==> config.mk <==
export PLATFORM = sky130hd
export DESIGN_NAME = uart_line_assembler_fifo_flat
export DESIGN_NICKNAME = d
export VERILOG_FILES = /design/src/ula_pkg.sv /design/src/ula_if.sv /design/src/uart_line_assembler_fifo.sv /design/src/ula_ctrl.sv /design/src/ula_dpath.sv /design/src/flat_wrapper.sv
export SDC_FILE = /design/constraint.sdc
export NUM_CORES = 2
export LEC_CHECK = 0
export ABC_CLOCK_PERIOD_IN_PS = 18400
export BUFFER_PORTS_ARGS = -buffer_cell sky130_fd_sc_hd__buf_2
export CORE_AREA = 2 2 766 539
export DETAILED_ROUTE_END_ITERATION = 8
export DIE_AREA = 0 0 768 541
export PLACE_DENSITY_LB_ADDON = 0.12
export SYNTH_ARGS = -nofsm -noshare
export SYNTH_HDL_FRONTEND = slang
export SYNTH_MEMORY_MAX_BITS = 65536
export SYNTH_SLANG_ARGS = --single-unit
export TNS_END_PERCENT = 100
==> constraint.sdc <==
create_clock -name clock -period 18.4 [get_ports clock]
set_input_delay 1.84 -clock clock [delete_from_list [all_inputs] [get_ports clock]]
set_output_delay 1.84 -clock clock [all_outputs]
set_load 0.05 [all_outputs]
==> src/ula_pkg.sv <==
// Shared constants, codes and command/status types for the UART line assembler FIFO.
`default_nettype none
package ula_pkg;

   // Sizing of the line buffer and of the ring of stored lines.
   localparam int LINE_BYTES = 64;
   localparam int FIFO_DEPTH = 8;
   localparam int IDX_W      = $clog2(LINE_BYTES);
   localparam int SLOT_W     = $clog2(FIFO_DEPTH);
   localparam int COUNT_W    = $clog2(FIFO_DEPTH + 1);
   localparam int ADDR_W     = SLOT_W + IDX_W;
   localparam int BYTE_W     = 8;
   localparam int FUNC_W     = 2;

   // Request function codes.
   localparam logic [FUNC_W-1:0] FUNC_RX    = 2'd0;
   localparam logic [FUNC_W-1:0] FUNC_POP   = 2'd1;
   localparam logic [FUNC_W-1:0] FUNC_QUERY = 2'd2;

   // Special byte values.
   localparam logic [BYTE_W-1:0] CR_BYTE   = 8'h0D;
   localparam logic [BYTE_W-1:0] EMPTY_LEN = 8'hFF;

   // Selection of what the response register is loaded with.
   typedef logic [1:0] rsp_sel_type;
   localparam rsp_sel_type RSP_SEL_BYTE      = 2'd0;
   localparam rsp_sel_type RSP_SEL_POP_EMPTY = 2'd1;
   localparam rsp_sel_type RSP_SEL_QUERY     = 2'd2;

   // Commands from the controller to the datapath.
   typedef struct packed {
      logic        asm_wr;
      logic        fill_inc;
      logic        fill_clr;
      logic        copy_clr;
      logic        copy_inc;
      logic        store_wr;
      logic        push_commit;
      logic        pop_idx_clr;
      logic        pop_idx_inc;
      logic        pop_commit;
      logic        rsp_ld;
      rsp_sel_type rsp_sel;
   } ula_cmd_type;

   // Status from the datapath to the controller.
   typedef struct packed {
      logic fill_full;
      logic rx_is_cr;
      logic empty;
      logic full;
      logic copy_last;
      logic pop_last;
   } ula_sts_type;

endpackage
`default_nettype wire

==> src/ula_if.sv <==
// Valid/ready channel interfaces for the request and response sides.
`default_nettype none
interface ula_req_if;
   logic                          valid;
   logic                          ready;
   logic [ula_pkg::FUNC_W-1:0]    func;
   logic [ula_pkg::BYTE_W-1:0]    rx_byte;

   modport source (output valid, output func, output rx_byte, input ready);
   modport sink   (input valid, input func, input rx_byte, output ready);
endinterface

interface ula_rsp_if;
   logic                          valid;
   logic                          ready;
   logic [ula_pkg::BYTE_W-1:0]    line_byte;
   logic [ula_pkg::BYTE_W-1:0]    line_length;
   logic                          last;
   logic                          ok;

   modport source (output valid, output line_byte, output line_length, output last,
                   output ok, input ready);
   modport sink   (input valid, input line_byte, input line_length, input last,
                   input ok, output ready);
endinterface
`default_nettype wire

==> src/uart_line_assembler_fifo.sv <==
// A received byte is written to the assembly buffer on acceptance; a CR then copies the
// line byte by byte through COPY_RD and COPY_WR. A query or an empty pop gives its
// transaction in the cycle after acceptance. A pop passes through POP_RD and POP_LD before
// each byte and waits for the sink to take it; each byte is a read of the line store.
// One request is handled at a time. Synchronous reset clears the fill index, ring
// pointers and line count at once; the buffers are not cleared and need no sweep.
`default_nettype none
module uart_line_assembler_fifo (
   input  wire logic  clock,
   input  wire logic  reset,
   ula_req_if.sink    req_chan,
   ula_rsp_if.source  rsp_chan
);
   import ula_pkg::*;

   ula_cmd_type cmd;
   ula_sts_type sts;

   // Sequencing.
   ula_ctrl u_ctrl (
      .clock     (clock),
      .reset     (reset),
      .req_valid (req_chan.valid),
      .req_func  (req_chan.func),
      .req_ready (req_chan.ready),
      .rsp_valid (rsp_chan.valid),
      .rsp_ready (rsp_chan.ready),
      .sts       (sts),
      .cmd       (cmd)
   );

   // Storage and response register.
   ula_dpath u_dpath (
      .clock       (clock),
      .reset       (reset),
      .cmd         (cmd),
      .rx_byte     (req_chan.rx_byte),
      .sts         (sts),
      .line_byte   (rsp_chan.line_byte),
      .line_length (rsp_chan.line_length),
      .last        (rsp_chan.last),
      .ok          (rsp_chan.ok)
   );

`ifndef SYNTH
   // Requests are never taken while a reply is pending.
   a_no_overlap: assert property (@(posedge clock) disable iff (reset)
      req_chan.ready |-> !rsp_chan.valid)
      else $error("request ready while a response is pending");

   // A line is never pushed and popped in the same cycle.
   a_push_pop_excl: assert property (@(posedge clock) disable iff (reset)
      !(cmd.push_commit && cmd.pop_commit))
      else $error("push and pop committed together");

   // After a pop the ring cannot be full.
   a_pop_not_full: assert property (@(posedge clock) disable iff (reset)
      cmd.pop_commit |=> !sts.full)
      else $error("ring full straight after a pop");

   // The final transaction of a request frees the block for the next one.
   a_last_frees: assert property (@(posedge clock) disable iff (reset)
      (rsp_chan.valid && rsp_chan.ready && rsp_chan.last) |=> req_chan.ready)
      else $error("block not ready after final response");
`endif

endmodule
`default_nettype wire

==> src/ula_ctrl.sv <==
// Controller state machine: sequences byte intake, line copy, pop streaming and replies.
`default_nettype none
module ula_ctrl (
   input  wire logic                         clock,
   input  wire logic                         reset,
   input  wire logic                         req_valid,
   input  wire logic [ula_pkg::FUNC_W-1:0]   req_func,
   output logic                              req_ready,
   output logic                              rsp_valid,
   input  wire logic                         rsp_ready,
   input  wire ula_pkg::ula_sts_type         sts,
   output ula_pkg::ula_cmd_type              cmd
);
   import ula_pkg::*;

   localparam logic [2:0] ST_IDLE     = 3'd0;
   localparam logic [2:0] ST_COPY_RD  = 3'd1;
   localparam logic [2:0] ST_COPY_WR  = 3'd2;
   localparam logic [2:0] ST_POP_RD   = 3'd3;
   localparam logic [2:0] ST_POP_LD   = 3'd4;
   localparam logic [2:0] ST_RSP_BYTE = 3'd5;
   localparam logic [2:0] ST_RSP_LAST = 3'd6;

   logic [2:0] state_ff;
   logic [2:0] state_in;
   logic       req_take;
   logic       rsp_take;

   // Handshake qualifiers.
   assign req_ready = (state_ff == ST_IDLE);
   assign rsp_valid = (state_ff == ST_RSP_BYTE) || (state_ff == ST_RSP_LAST);
   assign req_take  = req_valid && req_ready;
   assign rsp_take  = rsp_valid && rsp_ready;

   // Next state and command decode.
   always_comb begin
      state_in = state_ff;
      cmd      = '0;
      cmd.rsp_sel = RSP_SEL_BYTE;
      case (state_ff)
         ST_IDLE: begin
            if (req_take) begin
               case (req_func)
                  FUNC_RX: begin
                     if (sts.fill_full) begin
                        cmd.fill_clr = 1'b1;
                     end else begin
                        cmd.asm_wr   = 1'b1;
                        cmd.fill_inc = 1'b1;
                        if (sts.rx_is_cr) begin
                           cmd.copy_clr = 1'b1;
                           state_in     = ST_COPY_RD;
                        end
                     end
                  end
                  FUNC_POP: begin
                     if (sts.empty) begin
                        cmd.rsp_ld  = 1'b1;
                        cmd.rsp_sel = RSP_SEL_POP_EMPTY;
                        state_in    = ST_RSP_LAST;
                     end else begin
                        cmd.pop_idx_clr = 1'b1;
                        state_in        = ST_POP_RD;
                     end
                  end
                  FUNC_QUERY: begin
                     cmd.rsp_ld  = 1'b1;
                     cmd.rsp_sel = RSP_SEL_QUERY;
                     state_in    = ST_RSP_LAST;
                  end
                  default: begin
                     state_in = ST_IDLE;
                  end
               endcase
            end
         end
         ST_COPY_RD: begin
            state_in = ST_COPY_WR;
         end
         ST_COPY_WR: begin
            cmd.store_wr = 1'b1;
            if (sts.copy_last) begin
               cmd.push_commit = 1'b1;
               cmd.fill_clr    = 1'b1;
               state_in        = ST_IDLE;
            end else begin
               cmd.copy_inc = 1'b1;
               state_in     = ST_COPY_RD;
            end
         end
         ST_POP_RD: begin
            state_in = ST_POP_LD;
         end
         ST_POP_LD: begin
            cmd.rsp_ld  = 1'b1;
            cmd.rsp_sel = RSP_SEL_BYTE;
            if (sts.pop_last) begin
               cmd.pop_commit = 1'b1;
               state_in       = ST_RSP_LAST;
            end else begin
               state_in = ST_RSP_BYTE;
            end
         end
         ST_RSP_BYTE: begin
            if (rsp_take) begin
               cmd.pop_idx_inc = 1'b1;
               state_in        = ST_POP_RD;
            end
         end
         ST_RSP_LAST: begin
            if (rsp_take) begin
               state_in = ST_IDLE;
            end
         end
         default: begin
            state_in = ST_IDLE;
         end
      endcase
   end

   // State register.
   always_ff @(posedge clock) begin
      if (reset) begin
         state_ff <= ST_IDLE;
      end else begin
         state_ff <= state_in;
      end
   end

endmodule
`default_nettype wire

==> src/ula_dpath.sv <==
// Datapath: assembly buffer, line store, ring pointers and the response register.
`default_nettype none
module ula_dpath (
   input  wire logic                         clock,
   input  wire logic                         reset,
   input  wire ula_pkg::ula_cmd_type         cmd,
   input  wire logic [ula_pkg::BYTE_W-1:0]   rx_byte,
   output ula_pkg::ula_sts_type              sts,
   output logic [ula_pkg::BYTE_W-1:0]        line_byte,
   output logic [ula_pkg::BYTE_W-1:0]        line_length,
   output logic                              last,
   output logic                              ok
);
   import ula_pkg::*;

   // Advance a slot pointer round the ring.
   function automatic logic [SLOT_W-1:0] next_slot(input logic [SLOT_W-1:0] s);
      logic [SLOT_W-1:0] r;
      if (s == SLOT_W'(FIFO_DEPTH - 1)) begin
         r = '0;
      end else begin
         r = SLOT_W'(s + 1'b1);
      end
      return r;
   endfunction

   logic [BYTE_W-1:0]  asm_mem [2**IDX_W];
   logic [BYTE_W-1:0]  store_mem [2**ADDR_W];
   logic [IDX_W-1:0]   slot_len_ff [FIFO_DEPTH];

   logic [BYTE_W-1:0]  asm_rdata_ff;
   logic [BYTE_W-1:0]  store_rdata_ff;

   logic [IDX_W-1:0]   fill_ff, fill_in;
   logic [IDX_W-1:0]   copy_idx_ff, copy_idx_in;
   logic [IDX_W-1:0]   pop_idx_ff, pop_idx_in;
   logic [SLOT_W-1:0]  head_ff, head_in;
   logic [SLOT_W-1:0]  tail_ff, tail_in;
   logic [COUNT_W-1:0] count_ff, count_in;

   logic [BYTE_W-1:0]  line_byte_ff, line_byte_in;
   logic [BYTE_W-1:0]  line_length_ff, line_length_in;
   logic               last_ff, last_in;
   logic               ok_ff, ok_in;

   logic [IDX_W-1:0]   tail_len;

   assign tail_len = slot_len_ff[tail_ff];

   // Status towards the controller.
   always_comb begin
      sts.fill_full = (fill_ff == IDX_W'(LINE_BYTES - 1));
      sts.rx_is_cr  = (rx_byte == CR_BYTE);
      sts.empty     = (count_ff == '0);
      sts.full      = (count_ff == COUNT_W'(FIFO_DEPTH));
      sts.copy_last = (copy_idx_ff == IDX_W'(fill_ff - 1'b1));
      sts.pop_last  = (pop_idx_ff == IDX_W'(tail_len - 1'b1));
   end

   // Assembly buffer: byte written on intake, read back during the line copy.
   always_ff @(posedge clock) begin
      if (cmd.asm_wr) begin
         asm_mem[fill_ff] <= rx_byte;
      end
      asm_rdata_ff <= asm_mem[copy_idx_ff];
   end

   // Line store: written during the copy, read while a line is popped.
   always_ff @(posedge clock) begin
      if (cmd.store_wr) begin
         store_mem[{head_ff, copy_idx_ff}] <= asm_rdata_ff;
      end
      store_rdata_ff <= store_mem[{tail_ff, pop_idx_ff}];
   end

   // Length of each stored line, recorded when the line is committed.
   always_ff @(posedge clock) begin
      if (cmd.push_commit) begin
         slot_len_ff[head_ff] <= fill_ff;
      end
   end

   // Index counters and ring pointers.
   always_comb begin
      fill_in     = fill_ff;
      copy_idx_in = copy_idx_ff;
      pop_idx_in  = pop_idx_ff;
      head_in     = head_ff;
      tail_in     = tail_ff;
      count_in    = count_ff;
      if (cmd.fill_clr) begin
         fill_in = '0;
      end else if (cmd.fill_inc) begin
         fill_in = IDX_W'(fill_ff + 1'b1);
      end
      if (cmd.copy_clr) begin
         copy_idx_in = '0;
      end else if (cmd.copy_inc) begin
         copy_idx_in = IDX_W'(copy_idx_ff + 1'b1);
      end
      if (cmd.pop_idx_clr) begin
         pop_idx_in = '0;
      end else if (cmd.pop_idx_inc) begin
         pop_idx_in = IDX_W'(pop_idx_ff + 1'b1);
      end
      // A push into a full ring overwrites the oldest line, so both pointers move.
      if (cmd.push_commit) begin
         head_in = next_slot(head_ff);
         if (sts.full) begin
            tail_in = next_slot(tail_ff);
         end else begin
            count_in = COUNT_W'(count_ff + 1'b1);
         end
      end else if (cmd.pop_commit) begin
         tail_in  = next_slot(tail_ff);
         count_in = COUNT_W'(count_ff - 1'b1);
      end
   end

   always_ff @(posedge clock) begin
      if (reset) begin
         fill_ff     <= '0;
         copy_idx_ff <= '0;
         pop_idx_ff  <= '0;
         head_ff     <= '0;
         tail_ff     <= '0;
         count_ff    <= '0;
      end else begin
         fill_ff     <= fill_in;
         copy_idx_ff <= copy_idx_in;
         pop_idx_ff  <= pop_idx_in;
         head_ff     <= head_in;
         tail_ff     <= tail_in;
         count_ff    <= count_in;
      end
   end

   // Response register contents for each kind of reply.
   always_comb begin
      line_byte_in   = line_byte_ff;
      line_length_in = line_length_ff;
      last_in        = last_ff;
      ok_in          = ok_ff;
      if (cmd.rsp_ld) begin
         case (cmd.rsp_sel)
            RSP_SEL_BYTE: begin
               line_byte_in   = store_rdata_ff;
               line_length_in = BYTE_W'(tail_len);
               last_in        = sts.pop_last;
               ok_in          = 1'b1;
            end
            RSP_SEL_QUERY: begin
               line_byte_in = '0;
               last_in      = 1'b1;
               if (sts.empty) begin
                  line_length_in = EMPTY_LEN;
                  ok_in          = 1'b0;
               end else begin
                  line_length_in = BYTE_W'(tail_len);
                  ok_in          = 1'b1;
               end
            end
            default: begin
               line_byte_in   = '0;
               line_length_in = '0;
               last_in        = 1'b1;
               ok_in          = 1'b0;
            end
         endcase
      end
   end

   always_ff @(posedge clock) begin
      line_byte_ff   <= line_byte_in;
      line_length_ff <= line_length_in;
      last_ff        <= last_in;
      ok_ff          <= ok_in;
   end

   assign line_byte   = line_byte_ff;
   assign line_length = line_length_ff;
   assign last        = last_ff;
   assign ok          = ok_ff;

endmodule
`default_nettype wire

==> src/flat_wrapper.sv <==
// flat-port wrapper written by rule: the top's interface ports become plain ports
module uart_line_assembler_fifo_flat import ula_pkg::*;
  (clock, reset, req_chan_valid, req_chan_func, req_chan_rx_byte, req_chan_ready, rsp_chan_valid, rsp_chan_line_byte, rsp_chan_line_length, rsp_chan_last, rsp_chan_ok, rsp_chan_ready);
  ula_req_if req_chan_i ();
  ula_rsp_if rsp_chan_i ();
  input  wire logic clock;
  input  wire logic reset;
  input wire logic [$bits(req_chan_i.valid)-1:0] req_chan_valid;
  input wire logic [$bits(req_chan_i.func)-1:0] req_chan_func;
  input wire logic [$bits(req_chan_i.rx_byte)-1:0] req_chan_rx_byte;
  output wire logic [$bits(req_chan_i.ready)-1:0] req_chan_ready;
  output wire logic [$bits(rsp_chan_i.valid)-1:0] rsp_chan_valid;
  output wire logic [$bits(rsp_chan_i.line_byte)-1:0] rsp_chan_line_byte;
  output wire logic [$bits(rsp_chan_i.line_length)-1:0] rsp_chan_line_length;
  output wire logic [$bits(rsp_chan_i.last)-1:0] rsp_chan_last;
  output wire logic [$bits(rsp_chan_i.ok)-1:0] rsp_chan_ok;
  input wire logic [$bits(rsp_chan_i.ready)-1:0] rsp_chan_ready;
  assign req_chan_i.valid = req_chan_valid;
  assign req_chan_i.func = req_chan_func;
  assign req_chan_i.rx_byte = req_chan_rx_byte;
  assign req_chan_ready = req_chan_i.ready;
  assign rsp_chan_valid = rsp_chan_i.valid;
  assign rsp_chan_line_byte = rsp_chan_i.line_byte;
  assign rsp_chan_line_length = rsp_chan_i.line_length;
  assign rsp_chan_last = rsp_chan_i.last;
  assign rsp_chan_ok = rsp_chan_i.ok;
  assign rsp_chan_i.ready = rsp_chan_ready;
  uart_line_assembler_fifo u_core (.clock(clock), .reset(reset), .req_chan(req_chan_i), .rsp_chan(rsp_chan_i));
endmodule
==> run metrics <==
vias in the first global route=90.3k; port bufs=33; CTS buffer count=445; Seq pwr share=55.0%; CTS Hold Bufs=0; Cell Count, Final, Fillers Out=14.8k; Final setup viols=0; combinational fraction of design power=2.8%; required time worst endpoint=19.37 ns; minimum clock period=7.68 ns; EDFF count, synth=4673; Pwr Density=108 nW/um2; CP Buf/Inv Count=4; pre-CTS setup slack=11.11 ns; Routed Antenna Nets=0; Relative slew margins=3.30%; slowest stage cell on the critical path=buf_4; TritonCTS clock tree=yes; Least-Margin Pin Slew=1.44 ns; PnR worst setup slack=10.72 ns; VDD IR max=0.0000819 V; ys async rst share=0%; drt first-iter violations=12.7k; Top Ports=34; routed vias/inst=6.25; switching power=4.63 mW; critical path peak fanout=59; ys flop type=edfxtp_1; largest net degree at the start of global routing=215; chip width=768 um; DP Area=190000 um2; Max Root-Sink Buffers=4; worst skew pair latency=1.03 ns; Clk network pwr share=42.3%; hold crit path type=reg -> reg; unrepaired setup endpoints after global routing=no; Mean Syn Cell Area=20.8 um2; Synth top area share=76.7%; initial antenna violation count=46; detailed-route wire length=533000 um; wire length of the first global-routing pass=737000 um; Leakage Power=60.1 nW; outcome=finished clean; Synth-to-Final Area Change=11.7%; Storage cell area=141000 um2; Placed Cells=14.0k; Layout Cell Area excl Fill=204000 um2; slowest cell delay on critical path=0.85 ns; via count=92.5k; Mapped Nets=8817; CTS root buf=clkbuf_16; Net Sw Frac=21.0%; max-cap violations=0; cell-internal power=17.4 mW; setup bufs post-CTS=0; critical path endpoint category=flop; critical-path cell list=buf_4, buf_4, buf_4, buf_4, mux4_2, mux2i_1, nor3_1, o22a_1, nand3_1, nand4_1, o2111a_1; Hold Vio Cnt, Final=0; synth unique cells=74; fill count=32.7k; # H-tree levels=5; row count=197; post-synthesis cell count=8784; Final GP Congestion=0.816; Core Area=409000 um2; Final Max Slew Viols=0; most used cell, CP=buf_4; Synth Register Bits=4723; Clock transition at path regs=0.07 ns; PnR Total Power=22.1 mW; final worst path period share=41.8%; CP arrival=8.66 ns; Total GRT Usage=25.2%; clock skew=0.0515 ns; First-pass DRT Iterations=6; fmax=130 MHz; Cell Area, Synth=183000 um2; area of the multi-input gates=39500 um2; Starting Density=44.7%; Synthesis Warnings=0; die height=541 um; Resized Gates After CTS=0; final net count=8962; Crit Path Class=reg -> reg; Die Area=415000 um2; dpl hpwl=315000 um; TritonCTS Sinks=4723; crit-path leading delay family=buffers and inverters; largest cells by area after synthesis=edfxtp_1 (77%), mux4_2 (13%), mux2i_1 (2.8%); detailed-route DRC error count=0; sequential-to-total area share from yosys stat=77.3%; Setup crit start kind=flop; GRT overflow=0; leading area contributor after synthesis=edfxtp_1; drt wl/cell=36.0 um; total negative slack=0 ns; layout cell share with drive strength beyond 1=21.5%
[worst paths after layout]
path                            depth (start not counted)                               end                          from  slack (ns)
worst min-delay path                                    2        u_core.u_dpath.count_ff[2]    u_core.u_dpath.count_ff[2]        0.59
worst max register to register                         11  u_core.u_dpath.store_rdata_ff[2]  u_core.u_dpath.pop_idx_ff[1]       10.72
worst min register to register                          2        u_core.u_dpath.count_ff[2]    u_core.u_dpath.count_ff[2]        0.59
worst max-delay path                                   11  u_core.u_dpath.store_rdata_ff[2]  u_core.u_dpath.pop_idx_ff[1]       10.72
[registers in the layout (all words and copies together), names as in the netlist, 6 cells and up, named ones only]
| name | count |
|---|---|
| u_core.u_dpath.asm_rdata_ff | 8 |
| u_core.u_dpath.slot_len_ff | 48 |
| u_core.u_dpath.store_mem | 4096 |
| u_core.u_dpath.copy_idx_ff | 6 |
| u_core.u_dpath.pop_idx_ff | 6 |
| u_core.u_dpath.asm_mem | 512 |
| u_core.u_dpath.store_rdata_ff | 8 |
| u_core.u_dpath.fill_ff | 6 |
| u_core.u_dpath.line_length | 7 |
| u_core.u_dpath.line_byte | 8 |
[cell usage after synthesis (all sizes together), types with 16 or more instances]
cell and instances:
a2111oi 17, a211oi 92, a21oi 146, a221oi 111, a22o 16, a22oi 38, and2 18, buf 269
clkbuf 287, dfxtp 50, edfxtp 4673, ha 18, inv 16, mux2i 520, mux4 1032, nand2 208
nand3 51, nor2 668, nor2b 33, nor3 36, o21ai 111, o221ai 86, o22ai 105, xnor2 17
[metrics by stage]
stage / hold WS [ns] / utilization [%]
floorplan: 0.494 / -
global placement: 0.542 / 46.4
detailed placement: 0.562 / 46.4
CTS: 0.571 / 49.9
global route: 0.605 / 49.9
finish: 0.588 / 50.0
[power by group through the flow]
stage	Sequential, mW	Combinational [mW]	Clock (mW)
after floorplan	12.6	0.156	0
after global placement	12.4	0.588	0
after detailed placement	12.4	0.619	0
after CTS	12.1	0.618	9.45
after global routing	12.1	0.648	9.85
final	12.1	0.609	9.32
[worst register-to-register path: cells and delay by family (launching register included)]
kind                   cells  cell delay (ns)
and+or+nand+nor            3             2.39
AOI/OAI and AO/OA          2             1.11
DFF                        1             0.72
muxes                      2             0.52
buffers and inverters      4             2.90
[cell usage in the layout, fill, tap and decap left out, drive strengths merged, types with 8 or more instances in the layout]
master	instances
and2	18
a2111oi	17
a221oi	111
ha	18
edfxtp	4673
nor2	668
a211oi	92
dfxtp	50
clkbuf	550
mux2	9
clkinvlp	10
buf	254
nor2b	33
nand3	51
o21ai	111
nand2	208
nor3	36
nor4	12
mux2i	520
a22o	16
xor2	9
nand4	12
inv	31
mux4	1032
xnor2	17
a22oi	38
o22ai	105
clkinv	205
or3	8
nand2b	9
a31oi	12
bufinv	50
diode	18
a21oi	146
a311oi	9
o221ai	86
[per-layer routing]
layer,vias to the layer above,share of wire (%),global-route usage (%),wire [um]
met5,-,0.0098,0,52
met4,8,2.2,5.70,11800
met3,668,9.5,5.55,50400
met2,4437,44,36.8,236000
met1,50416,44,39.1,235000
li1,36971,-,-,-
[final cells by class]
cell class	instances	area share, %
sequential	4723	69.2
multi-input combinational	3487	19.3
clock buffer	550	5.77
tap	5472	3.35
clock inverter	278	1.34
timing repair buffer	254	0.991
inverter	18	0.0398
antenna	18	0.0220
[logic make-up (layout without fill, tap and decap cells)]
logic type	after synthesis	after routing	share of synthesized area [%]
AO/OA/AOI/OAI	792	792	3.02
XOR/XNOR	26	26	0.124
adder cells (fa/ha/maj)	19	19	0.134
buffers and inverters	574	1100	1.33
flip-flops	4723	4723	77.3
multiplexers	1561	1561	15.6
other	0	18	0
AND/OR/NAND/NOR	1089	1089	2.49
(Power assumes the default switching activity.)
